File: src/sv/wth_pkg.sv
// Shared types, constants and byte helpers for the word tokenizer and hash block.
`default_nettype none

package wth_pkg;

  // Field and register widths.
  localparam int HASH_W       = 32;
  localparam int BASE_W       = 16;
  localparam int BCOUNT_W     = 21;
  localparam int BUCKET_W     = 20;
  localparam int WLEN_W       = 16;
  localparam int LENGTH_BITS  = 16;
  localparam int CFG_IDX_W    = 2;
  localparam int CFG_DATA_W   = BCOUNT_W;
  localparam int DIV_CNT_W    = $clog2(HASH_W + 1);

  // Reset values and limits of the configuration registers.
  localparam logic [BASE_W-1:0]   BASE_RESET    = BASE_W'(65);
  localparam logic [BCOUNT_W-1:0] BUCKETS_RESET = BCOUNT_W'(100001);
  localparam logic [BCOUNT_W-1:0] BUCKETS_MAX   = BCOUNT_W'(1048576);

  // Configuration register indexes.
  localparam logic [CFG_IDX_W-1:0] CFG_HASH_BASE    = CFG_IDX_W'(0);
  localparam logic [CFG_IDX_W-1:0] CFG_BUCKET_COUNT = CFG_IDX_W'(1);

  // Sequencer states.
  typedef enum logic [2:0] {
    ST_IDLE,
    ST_MUL,
    ST_ACC,
    ST_LOAD,
    ST_DIV,
    ST_DONE
  } wth_state_t;

  // Commands from the sequencer to the hash accumulator.
  typedef struct packed {
    logic mul_en;
    logic acc_en;
    logic clr;
  } wth_acc_ctrl_t;

  // Whitespace, delimiters, the curly apostrophe bytes and NUL split words.
  function automatic logic is_separator(input logic [7:0] b);
    logic sep;
    unique case (b)
      8'h00, 8'h20, 8'h09, 8'h0A, 8'h0B, 8'h0C, 8'h0D,
      8'h2E, 8'h2C, 8'h27, 8'h22, 8'h3F, 8'h29, 8'h28,
      8'hE2, 8'h80, 8'h99: sep = 1'b1;
      default:             sep = 1'b0;
    endcase
    return sep;
  endfunction

  // Lowercase for ASCII A-Z only.
  function automatic logic [7:0] to_lower(input logic [7:0] b);
    logic [7:0] r;
    if (b >= 8'h41 && b <= 8'h5A) begin
      r = b + 8'h20;
    end else begin
      r = b;
    end
    return r;
  endfunction

endpackage

`default_nettype wire

File: src/sv/word_tokenize_and_hash.sv
// Each accepted byte passes through a multiply step and an add step; a byte that ends a
// word then also takes the 32-step serial remainder pass before its result is loaded.
// The block takes one item at a time through the shared multiply and remainder units and
// accepts no new byte until the last result is loaded, which waits while the output stalls.
// Synchronous active-low reset restores hash_base 65, bucket_count 100001 and clears
// the word state; no clearing pass is needed.
`default_nettype none

module word_tokenize_and_hash (
  input  wire logic                              clk,
  input  wire logic                              rst_n,
  input  wire logic                              in_valid,
  output logic                                   in_ready,
  input  wire logic [7:0]                        in_text_byte,
  input  wire logic                              in_end_of_text,
  output logic                                   out_valid,
  input  wire logic                              out_ready,
  output logic                                   out_is_word_byte,
  output logic [7:0]                             out_lower_byte,
  output logic                                   out_word_done,
  output logic [wth_pkg::BUCKET_W-1:0]           out_bucket,
  output logic [wth_pkg::WLEN_W-1:0]             out_word_length,
  input  wire logic                              cfg_valid,
  output logic                                   cfg_ready,
  input  wire logic [wth_pkg::CFG_IDX_W-1:0]     cfg_index,
  input  wire logic [wth_pkg::CFG_DATA_W-1:0]    cfg_data
);
  import wth_pkg::*;

  wth_state_t           state_r, state_nxt;
  wth_acc_ctrl_t        acc_ctrl;
  logic [BASE_W-1:0]    hash_base_r;
  logic [BCOUNT_W-1:0]  bucket_count_r;
  logic [BCOUNT_W-1:0]  divisor;
  logic [7:0]           byte_r;
  logic                 eot_r;
  logic                 done_r, done_nxt;
  logic [WLEN_W-1:0]    wlen_r;
  logic                 word_byte;
  logic [7:0]           lower_byte;
  logic                 in_word;
  logic [HASH_W-1:0]    hash_sum;
  logic [LENGTH_BITS-1:0] length_count;
  logic [WLEN_W-1:0]    wlen_sat;
  logic                 mod_start;
  logic                 mod_idle;
  logic [BUCKET_W-1:0]  remainder;
  logic                 out_free;
  logic                 out_load;
  logic                 out_done_val;
  logic                 out_valid_r;
  logic                 out_word_byte_r;
  logic [7:0]           out_lower_r;
  logic                 out_done_r;
  logic [BUCKET_W-1:0]  out_bucket_r;
  logic [WLEN_W-1:0]    out_wlen_r;

  // Configuration registers; an oversized bucket count saturates.
  assign cfg_ready = 1'b1;
  always_ff @(posedge clk) begin
    if (!rst_n) begin
      hash_base_r    <= BASE_RESET;
      bucket_count_r <= BUCKETS_RESET;
    end else if (cfg_valid) begin
      if (cfg_index == CFG_HASH_BASE) begin
        hash_base_r <= cfg_data[BASE_W-1:0];
      end else if (cfg_index == CFG_BUCKET_COUNT) begin
        bucket_count_r <= (cfg_data > BUCKETS_MAX) ? BUCKETS_MAX : cfg_data;
      end
    end
  end

  // A bucket count of zero acts as one.
  assign divisor = (bucket_count_r == '0) ? BCOUNT_W'(1) : bucket_count_r;

  // Word length reported on 16 bits, saturating.
  assign wlen_sat = (32'(length_count) > 32'hFFFF) ? '1 : WLEN_W'(length_count);

  wth_accum u_accum (
    .clk          (clk),
    .rst_n        (rst_n),
    .ctrl         (acc_ctrl),
    .byte_in      (byte_r),
    .hash_base    (hash_base_r),
    .word_byte    (word_byte),
    .lower_byte   (lower_byte),
    .in_word      (in_word),
    .hash_sum     (hash_sum),
    .length_count (length_count)
  );

  wth_mod u_mod (
    .clk       (clk),
    .rst_n     (rst_n),
    .start     (mod_start),
    .dividend  (hash_sum),
    .divisor   (divisor),
    .idle      (mod_idle),
    .remainder (remainder)
  );

  assign out_free = !out_valid_r || out_ready;
  assign in_ready = (state_r == ST_IDLE);

  // Sequencer: multiply, add, then an optional remainder pass before the result.
  always_comb begin
    state_nxt       = state_r;
    acc_ctrl.mul_en = 1'b0;
    acc_ctrl.acc_en = 1'b0;
    acc_ctrl.clr    = 1'b0;
    mod_start       = 1'b0;
    out_load        = 1'b0;
    out_done_val    = done_r;
    done_nxt        = done_r;
    unique case (state_r)
      ST_IDLE: begin
        if (in_valid) begin
          state_nxt = ST_MUL;
        end
      end
      ST_MUL: begin
        acc_ctrl.mul_en = 1'b1;
        state_nxt       = ST_ACC;
      end
      ST_ACC: begin
        acc_ctrl.acc_en = 1'b1;
        done_nxt        = word_byte ? eot_r : in_word;
        out_done_val    = 1'b0;
        if (done_nxt) begin
          state_nxt = ST_LOAD;
        end else if (out_free) begin
          out_load     = 1'b1;
          acc_ctrl.clr = eot_r;
          state_nxt    = ST_IDLE;
        end else begin
          state_nxt = ST_DONE;
        end
      end
      ST_LOAD: begin
        mod_start    = 1'b1;
        acc_ctrl.clr = 1'b1;
        state_nxt    = ST_DIV;
      end
      ST_DIV: begin
        if (mod_idle) begin
          state_nxt = ST_DONE;
        end
      end
      ST_DONE: begin
        if (out_free) begin
          out_load     = 1'b1;
          acc_ctrl.clr = eot_r;
          state_nxt    = ST_IDLE;
        end
      end
      default: begin
        state_nxt = ST_IDLE;
      end
    endcase
  end

  always_ff @(posedge clk) begin
    if (!rst_n) begin
      state_r <= ST_IDLE;
    end else begin
      state_r <= state_nxt;
    end
  end

  // Item capture and per-item bookkeeping.
  always_ff @(posedge clk) begin
    if (in_valid && in_ready) begin
      byte_r <= in_text_byte;
      eot_r  <= in_end_of_text;
    end
    done_r <= done_nxt;
    if (state_r == ST_LOAD) begin
      wlen_r <= wlen_sat;
    end
  end

  // Output register parts the result channel from the sequencer.
  always_ff @(posedge clk) begin
    if (!rst_n) begin
      out_valid_r <= 1'b0;
    end else if (out_load) begin
      out_valid_r <= 1'b1;
    end else if (out_ready) begin
      out_valid_r <= 1'b0;
    end
  end

  always_ff @(posedge clk) begin
    if (out_load) begin
      out_word_byte_r <= word_byte;
      out_lower_r     <= lower_byte;
      out_done_r      <= out_done_val;
      out_bucket_r    <= out_done_val ? remainder : '0;
      out_wlen_r      <= out_done_val ? wlen_r : '0;
    end
  end

  assign out_valid        = out_valid_r;
  assign out_is_word_byte = out_word_byte_r;
  assign out_lower_byte   = out_lower_r;
  assign out_word_done    = out_done_r;
  assign out_bucket       = out_bucket_r;
  assign out_word_length  = out_wlen_r;

endmodule

`default_nettype wire

File: src/sv/wth_accum.sv
// Word state and polynomial hash accumulator: one multiply step, then one add step.
`default_nettype none

module wth_accum (
  input  wire logic                              clk,
  input  wire logic                              rst_n,
  input  wire wth_pkg::wth_acc_ctrl_t            ctrl,
  input  wire logic [7:0]                        byte_in,
  input  wire logic [wth_pkg::BASE_W-1:0]        hash_base,
  output logic                                   word_byte,
  output logic [7:0]                             lower_byte,
  output logic                                   in_word,
  output logic [wth_pkg::HASH_W-1:0]             hash_sum,
  output logic [wth_pkg::LENGTH_BITS-1:0]        length_count
);
  import wth_pkg::*;

  logic                   in_word_r;
  logic [HASH_W-1:0]      hash_r;
  logic [HASH_W-1:0]      power_r;
  logic [LENGTH_BITS-1:0] len_r;
  logic [HASH_W-1:0]      prod_r;
  logic [HASH_W-1:0]      pow_next_r;
  logic [HASH_W-1:0]      term;
  logic [HASH_W-1:0]      prod_nxt;
  logic [HASH_W-1:0]      pow_nxt;
  logic [LENGTH_BITS-1:0] len_max;

  // Classify the byte and form its sign-extended hash term.
  always_comb begin
    word_byte  = !is_separator(byte_in);
    lower_byte = word_byte ? to_lower(byte_in) : 8'h00;
    term       = {{(HASH_W-8){lower_byte[7]}}, lower_byte};
    prod_nxt   = term * power_r;
    pow_nxt    = power_r * {{(HASH_W-BASE_W){1'b0}}, hash_base};
    len_max    = '1;
  end

  // Products are registered before the add into the running hash.
  always_ff @(posedge clk) begin
    if (ctrl.mul_en) begin
      prod_r     <= prod_nxt;
      pow_next_r <= pow_nxt;
    end
  end

  // Word state: cleared at word end and end of text, updated by each word byte.
  always_ff @(posedge clk) begin
    if (!rst_n || ctrl.clr) begin
      in_word_r <= 1'b0;
      hash_r    <= '0;
      power_r   <= HASH_W'(1);
      len_r     <= '0;
    end else if (ctrl.acc_en && word_byte) begin
      in_word_r <= 1'b1;
      hash_r    <= hash_r + prod_r;
      power_r   <= pow_next_r;
      if (len_r != len_max) begin
        len_r <= len_r + LENGTH_BITS'(1);
      end
    end
  end

  assign in_word      = in_word_r;
  assign hash_sum     = hash_r;
  assign length_count = len_r;

endmodule

`default_nettype wire

File: src/sv/wth_mod.sv
// Serial remainder unit: one shift and compare-subtract per cycle over the 32-bit hash.
`default_nettype none

module wth_mod (
  input  wire logic                          clk,
  input  wire logic                          rst_n,
  input  wire logic                          start,
  input  wire logic [wth_pkg::HASH_W-1:0]    dividend,
  input  wire logic [wth_pkg::BCOUNT_W-1:0]  divisor,
  output logic                               idle,
  output logic [wth_pkg::BUCKET_W-1:0]       remainder
);
  import wth_pkg::*;

  logic [DIV_CNT_W-1:0] cnt_r, cnt_nxt;
  logic [HASH_W-1:0]    dvd_r, dvd_nxt;
  logic [BCOUNT_W-1:0]  rem_r, rem_nxt;
  logic [BCOUNT_W:0]    trial;

  // One restoring step: bring in the next dividend bit, subtract if it fits.
  always_comb begin
    cnt_nxt = cnt_r;
    dvd_nxt = dvd_r;
    rem_nxt = rem_r;
    trial   = {rem_r, dvd_r[HASH_W-1]};
    if (start) begin
      cnt_nxt = DIV_CNT_W'(HASH_W);
      dvd_nxt = dividend;
      rem_nxt = '0;
    end else if (cnt_r != '0) begin
      cnt_nxt = cnt_r - DIV_CNT_W'(1);
      dvd_nxt = {dvd_r[HASH_W-2:0], 1'b0};
      if (trial >= {1'b0, divisor}) begin
        rem_nxt = BCOUNT_W'(trial - {1'b0, divisor});
      end else begin
        rem_nxt = BCOUNT_W'(trial);
      end
    end
  end

  always_ff @(posedge clk) begin
    if (!rst_n) begin
      cnt_r <= '0;
    end else begin
      cnt_r <= cnt_nxt;
    end
  end

  always_ff @(posedge clk) begin
    dvd_r <= dvd_nxt;
    rem_r <= rem_nxt;
  end

  // The remainder stays below the divisor, which is at most 2^20.
  assign idle      = (cnt_r == '0);
  assign remainder = rem_r[BUCKET_W-1:0];

endmodule

`default_nettype wire
File: config.mk
export PLATFORM = sky130hd
export DESIGN_NAME = word_tokenize_and_hash
export DESIGN_NICKNAME = d
export VERILOG_FILES = /design/src/sv/wth_pkg.sv /design/src/sv/word_tokenize_and_hash.sv /design/src/sv/wth_accum.sv /design/src/sv/wth_mod.sv
export SDC_FILE = /design/constraint.sdc
export NUM_CORES = 2
export LEC_CHECK = 0
export BUFFER_PORTS_ARGS = -buffer_cell sky130_fd_sc_hd__buf_4
export CORE_MARGIN = 2
export CORE_UTILIZATION = 48
export DETAILED_ROUTE_END_ITERATION = 7
export HOLD_SLACK_MARGIN = 0.12
export PLACE_DENSITY = 0.66
export SLEW_MARGIN = 20
export SYNTH_ARGS = -nofsm -noshare
export SYNTH_HDL_FRONTEND = slang
export SYNTH_SLANG_ARGS = --single-unit
export TNS_END_PERCENT = 10
File: constraint.sdc
create_clock -name clk -period 6.7 [get_ports clk]
set_clock_uncertainty 0.2 [all_clocks]
set_input_delay 0.335 -clock clk [delete_from_list [all_inputs] [get_ports clk]]
set_output_delay 0.335 -clock clk [all_outputs]
set_load 0.03 [all_outputs]
After elaboration in Yosys (flattened, before gate mapping)
Cells that the tools add are included.
{ "word_totals": {"reg_bits": 317, "input_bits": 37, "output_inout_bits": 49} }
{ "classes": {"n_addsub": 5, "multipliers": 2, "magnitude_cmp": 4, "eq_ne": 26, "muxes": 29, "bitwise_logic": 2, "n_reduce_logical": 22} }
{ "op_table": {"columns": ["cell", "count"], "rows": [
  ["$eq A8 B6 Y1 const B", 8],
  ["$mux W32", 2],
  ["$mux W21", 3],
  ["$eq A8 B4 Y1 const B", 5],
  ["$add A32 B32 Y32", 1],
  ["$mul A32 B16 Y32", 1],
  ["$mul A8 B32 Y32", 1],
  ["$eq A8 B8 Y1 const B", 3],
  ["$ge A22 B21 Y1", 1],
  ["$gt A21 B21 Y1 const B", 1],
  ["$logic_not A21 Y1", 1],
  ["$sub A21 B21 Y21", 1],
  ["$pmux W3 S6", 1],
  ["$reduce_or A17 Y1", 1],
  ["$add A16 B1 Y16 const B", 1],
  ["$mux W8", 2],
  ["$ne A16 B16 Y1 const B", 1],
  ["$mux W3", 5],
  ["$mux W1", 12],
  ["$mux W6", 2],
  ["$add A8 B6 Y8 const B", 1],
  ["$ge A8 B7 Y1 const B", 1],
  ["$le A8 B7 Y1 const B", 1],
  ["$logic_not A8 Y1", 1],
  ["other kinds (20)", 33]
]} }

Longest topological paths before layout
{ "logic_depth": {"depth_word": 7, "depth_mapped": 28, "ltp_nobuf": 25} }

By module
A second synthesis with hierarchy kept.
{ "unflattened": {"cells_unflattened": 3627, "area_unflattened_um2": 33534.7} }
{ "modules_own_cells": {"columns": ["mod", "n_inst", "cells_each", "area_each_um2"], "rows": [
  ["wth_accum", 1, 2854, 25227.9],
  ["word_tokenize_and_hash", 1, 342, 4306.6],
  ["wth_mod", 1, 431, 4000.1]
]} }

Worst setup path after synthesis
No wires, ideal clock.
{ "synth_timing": {"path_type": "register to register", "from": "register byte_r[4]", "to": "register u_accum.prod_r[25] (data pin)", "setup_ns": 0.258, "t_arrival_ns": 6.242, "setup_slack_ns": 0.000, "path_stages_with_launch": 27, "period_less_slack_ns": 6.700, "cell_sequence": "edfxtp_1 or4_1 a211oi_2 o211ai_2 o211ai_2 inv_4 clkbuf_1 and2_1 clkbuf_1 nand2_1 fa_1 fa_1 inv_1 fa_1 inv_1 fa_1 inv_1 ha_1 a21oi_1 o22ai_1 o2111ai_1 a41oi_1 and2_1 or4_1 a31o_2 a21oi_1 xnor2_1"} }
{ "synth_via": {"elab_chain_len": 5, "word_cells_on_any_way": 26, "cone_classes": "add/sub: 1; mul: 1; order compare: 2; eq/ne: 16; mux: 3; reduce/logical: 3"} }
{ "synth_rtl": {"columns": ["item", "line_no", "rtl"], "rows": [
  ["start: declaration", "word_tokenize_and_hash.sv:35", "logic [7:0] byte_r;"],
  ["start signal: assignment", "word_tokenize_and_hash.sv:173", "byte_r <= in_text_byte;"],
  ["$ge A8 B7 Y1, or another cell as far along", "wth_pkg.sv:58", "if (b >= 8'h41 && b <= 8'h5A) begin"],
  ["$logic_and A1 B1 Y1 / $reduce_or A17 Y1 (equally long branches)", "wth_pkg.sv:58, wth_pkg.sv:46", null],
  ["$mux W8 / $mux W1 (equally long branches)", "wth_pkg.sv:58, wth_pkg.sv:46", null],
  ["$mux W8 *", "wth_accum.sv:32", "lower_byte = word_byte ? to_lower(byte_in) : 8'h00;"],
  ["net lower_byte[3]", "word_tokenize_and_hash.sv:40", "logic [7:0] lower_byte;"],
  ["$mul A8 B32 Y32 *", "wth_accum.sv:34", "prod_nxt = term * power_r;"],
  ["net u_accum.prod_nxt[25]", "wth_accum.sv:25", "logic [HASH_W-1:0] prod_nxt;"],
  ["end signal: assignment", "wth_accum.sv:42", "prod_r <= prod_nxt;"],
  ["end: declaration", "wth_accum.sv:22", "logic [HASH_W-1:0] prod_r;"]
]} }
Mark *: on every way through the listed nets, which the timed path passes. The rest lies on a longest branch.
A chain may end at the register's enable or synchronous reset.

Final worst setup path
{ "layout_timing": {"from": "register byte_r[2]", "to": "register u_accum.prod_r[25] (data pin)"} }
{ "layout_via": {"elab_chain_len": 5, "word_cells_on_any_way": 26, "cone_classes": "add/sub: 1; mul: 1; order compare: 2; eq/ne: 16; mux: 3; reduce/logical: 3"} }
{ "layout_rtl": {"columns": ["item", "line_no"], "rows": [
  ["$ge A8 B7 Y1, or another cell as far along", "wth_pkg.sv:58"],
  ["$logic_and A1 B1 Y1 / $reduce_or A17 Y1 (equally long branches)", "wth_pkg.sv:58, wth_pkg.sv:46"],
  ["$mux W8 / $mux W1 (equally long branches)", "wth_pkg.sv:58, wth_pkg.sv:46"],
  ["$mux W8 *", "wth_accum.sv:32"],
  ["$mul A8 B32 Y32 *", "wth_accum.sv:34"],
  ["net u_accum.prod_nxt[25]", "wth_accum.sv:25"]
]} }
Marks and branches as above.

==> reports/summary.txt <==
status: finished, final reports clean
Critical Path AT: 6690 ps
drt pass-1 iters: 5
I/O Buffers: 84
Synth Area per Inst: 9.12 um2
Yosys top cell by area: fa_1
drc violations: 0
ys async rst share: 0%
Worst-Margin Slew: 994 ps
Final Critical Period: 6570 ps
Net Count, Synth: 4323
FF+latch count, synth: 317
Total Wirelength: 82300 um
DIE AREA: 71200 um2
top-count cell post-synth: inv_1
Fmax: 152 MHz
first-pass GRT wire length: 136000 um
Fin. Hold Viols: 0
Critical Path Max Stage Delay: 520 ps
vias in the first global route: 25500
largest net degree at the start of global routing: 84
CP Launch Type: register
Die Y: 267 um
via/cell ratio: 5.32
cells along the critical path: or4_4, a211oi_2, o211ai_2, o211ai_4, clkinv_4, buf_12, buf_16, and3_4, fa_1, fa_1, fa_1, inv_1, fa_1, inv_1, ha_1, o21ai_0, nand2b_1, a21oi_2, a41oi_2, and2_4, or4_4, a31o_4, a21oi_2, xnor2_1
TritonCTS buffer count: 38
most used cell along the critical path: fa_1
Detailed Place HPWL: 63100 um
grt total ovfl: 0
Final #Nets: 4504
Lkg Pwr: 16.9 nW
top cells by count, synth: 589 x inv_1, 568 x nand2_1, 463 x fa_1
post-route ant nets: 0
CTS tree: done
worst-case clock buffer depth: 3
EDFF count, synth: 168
vias: 25200
clk_lat worst skew: 580 ps
layout cells sized above 1: 11.4%
row cnt: 96
Die Wd: 267 um
Seq/Total Area, Yosys: 24.2%
clock slew at reported path FFs: 60 ps
IO Count: 86
Final Worst Setup Slack: 131 ps
Area Overhead vs Synth: 14.3%
hold path start: in_valid
root buf cell: clkbuf_16
final setup vio count: 0
1st-iter DRT viols: 1846
fillcell total: 6116
Post-Place Worst Slack: -49.8 ps
slowest stage cell on the critical path: fa_1
RR Startpoint: byte_r[2]$_DFFE_PP_
Fin Setup TNS: 0 ps
CP startpoint: byte_r[2]$_DFFE_PP_
Starting Density: 48.4%
final worst path period share: 98.0%
Max IR drop VDD: 179 uV
H-tree depth: 2
Crit Path Max Fanout: 42
clk sink count: 317
Ys Warns: 0
WP data required: 6820 ps
Placer Congestion: 0.899
crit path capture type: register
Slew Limit Fails: 0
Setup CP Type: register to register
worst hold path type: input port to register
wire per inst: 17.4 um
share of the synthesized area in the top cell type: 28.0%
initial antenna violation count: 1
synth top area cells: fa_1 28%, edfxtp_1 15%, dfxtp_1 9.0%, ha_1 7.0%, inv_1 6.7%
Pwr Density: 210 nW/um2
Max-slew headroom: 33.8%
post-synth cell types: 83
RSZ-0062 raised after global routing: true
max cap viols: 0
Core Area: 68500 um2
Main synth FF type: edfxtp_1
total power: 0.00797 W
Syn Inst Count: 3637
synthesized cell area: 33200 um2
Finished Core Util: 55.4%
GRT Total Usage: 24.0%
cell families (layout without fill, tap and decap cells):
group                    Yosys count  count (layout)  synth area share [%]
AND/OR/NAND/NOR                 1287            1287                  19.0
buffers and inverters            786             997                  9.07
adder cells (fa/ha/maj)          649             649                  35.0
AO/OA/AOI/OAI                    454             454                  8.90
flip-flops                       317             317                  24.2
XOR/XNOR                         132             132                  3.53
multiplexers                      11              11                 0.347
other                              1               2                0.0113
report_power, final:
group	internal (W)	total [W]	switching, W
logic	0.00129	0.00311	0.00182
registers	0.00248	0.00269	0.000214
clock network	0.00124	0.00217	0.000926
final timing paths:
kind / end / slack, ps / cells past startpoint
worst max-delay path: u_accum.prod_r[25]$_DFFE_PP_ / 130 / 24
worst min-delay path: byte_r[2]$_DFFE_PP_ / 210 / 2
worst max register to register: u_accum.prod_r[25]$_DFFE_PP_ / 130 / 24
worst min register to register: u_accum.power_r[0]$_SDFFE_PP1P_ / 260 / 2
cells in the final DEF (no fill, tap or decap), types with 15 or more instances in the layout:
cell type / count
inv_1: 589
nand2_1: 568
fa_1: 462
buf_4: 269
and2_1: 226
ha_1: 175
and3_1: 173
edfxtp_1: 168
a21oi_1: 159
dfxtp_1: 137
nor2_1: 115
xnor2_1: 85
o21ai_0: 66
dlygate4sd3_1: 54
xor2_1: 46
nand3_1: 43
clkbuf_16: 40
nor2b_1: 33
a21o_1: 33
nor3_1: 26
a21boi_0: 20
or3_1: 18
a211oi_1: 18
o21a_1: 17
nand2b_1: 16
o21bai_1: 15
layer usage:
metal	global-route usage, %	vias up	part of all wire, %
met3	3.35	96	6.8
li1	-	11900	-
met2	39.6	731	47
met5	0	-	0.016
met4	5.38	2	1.9
met1	33.5	12400	45
worst max-delay path: cells and delay by family (launching register included):
kind	cells	cell delay (ps)
adder cells (fa/ha/maj)	5	2290
AND/OR/NAND/NOR	5	1400
AO/OA/AOI/OAI	8	1370
buffers and inverters	5	530
flip-flops	1	450
XOR/XNOR	1	70
timing repair:
action / in CTS / in global routing
endpoints found under the hold margin: 52 / 0
endpoints found under the setup margin: 2 / 21
cloned: 0 / 2
resized for setup: 2 / 84
hold buffers: 54 / 0
pin swaps: 0 / 29
buffers inserted: 0 / 8
metrics by stage:
step / hold slack [ps] / instance area (um2) / cells
after floorplan: 231 / 33200 / 3637
after global placement: 238 / 35600 / 4596
after detailed placement: 248 / 35600 / 4596
after CTS: 176 / 37400 / 4720
after global routing: 224 / 37900 / 4730
final: 209 / 37900 / 4731
sequential cells by signal, summed over array words and instances (netlist names), 3 cells and up:
signal,flops
u_accum.hash_sum,32
u_accum.pow_next_r,32
u_accum.power_r,32
u_accum.prod_r,32
u_mod.dvd_r,32
bucket_count_r,21
u_mod.rem_r,21
out_bucket,20
hash_base_r,16
out_word_length,16
u_accum.length_count,16
wlen_r,16
byte_r,8
out_lower_byte,8
u_mod.cnt_r,6
state_r,3
layout make-up:
type | instances | area, um2 | share of cell area, %
inverter | 592 | 2230 | 5.88
multi-input combinational | 2534 | 22500 | 59.3
tap | 882 | 1100 | 2.91
clock buffer | 42 | 987 | 2.60
timing repair inverter | 1 | 6.26 | 0.0165
timing repair buffer | 334 | 2760 | 7.28
clock inverter | 28 | 308 | 0.812
antenna | 1 | 2.50 | 0.00660
sequential | 317 | 8040 | 21.2
(Power assumes the default switching activity.)
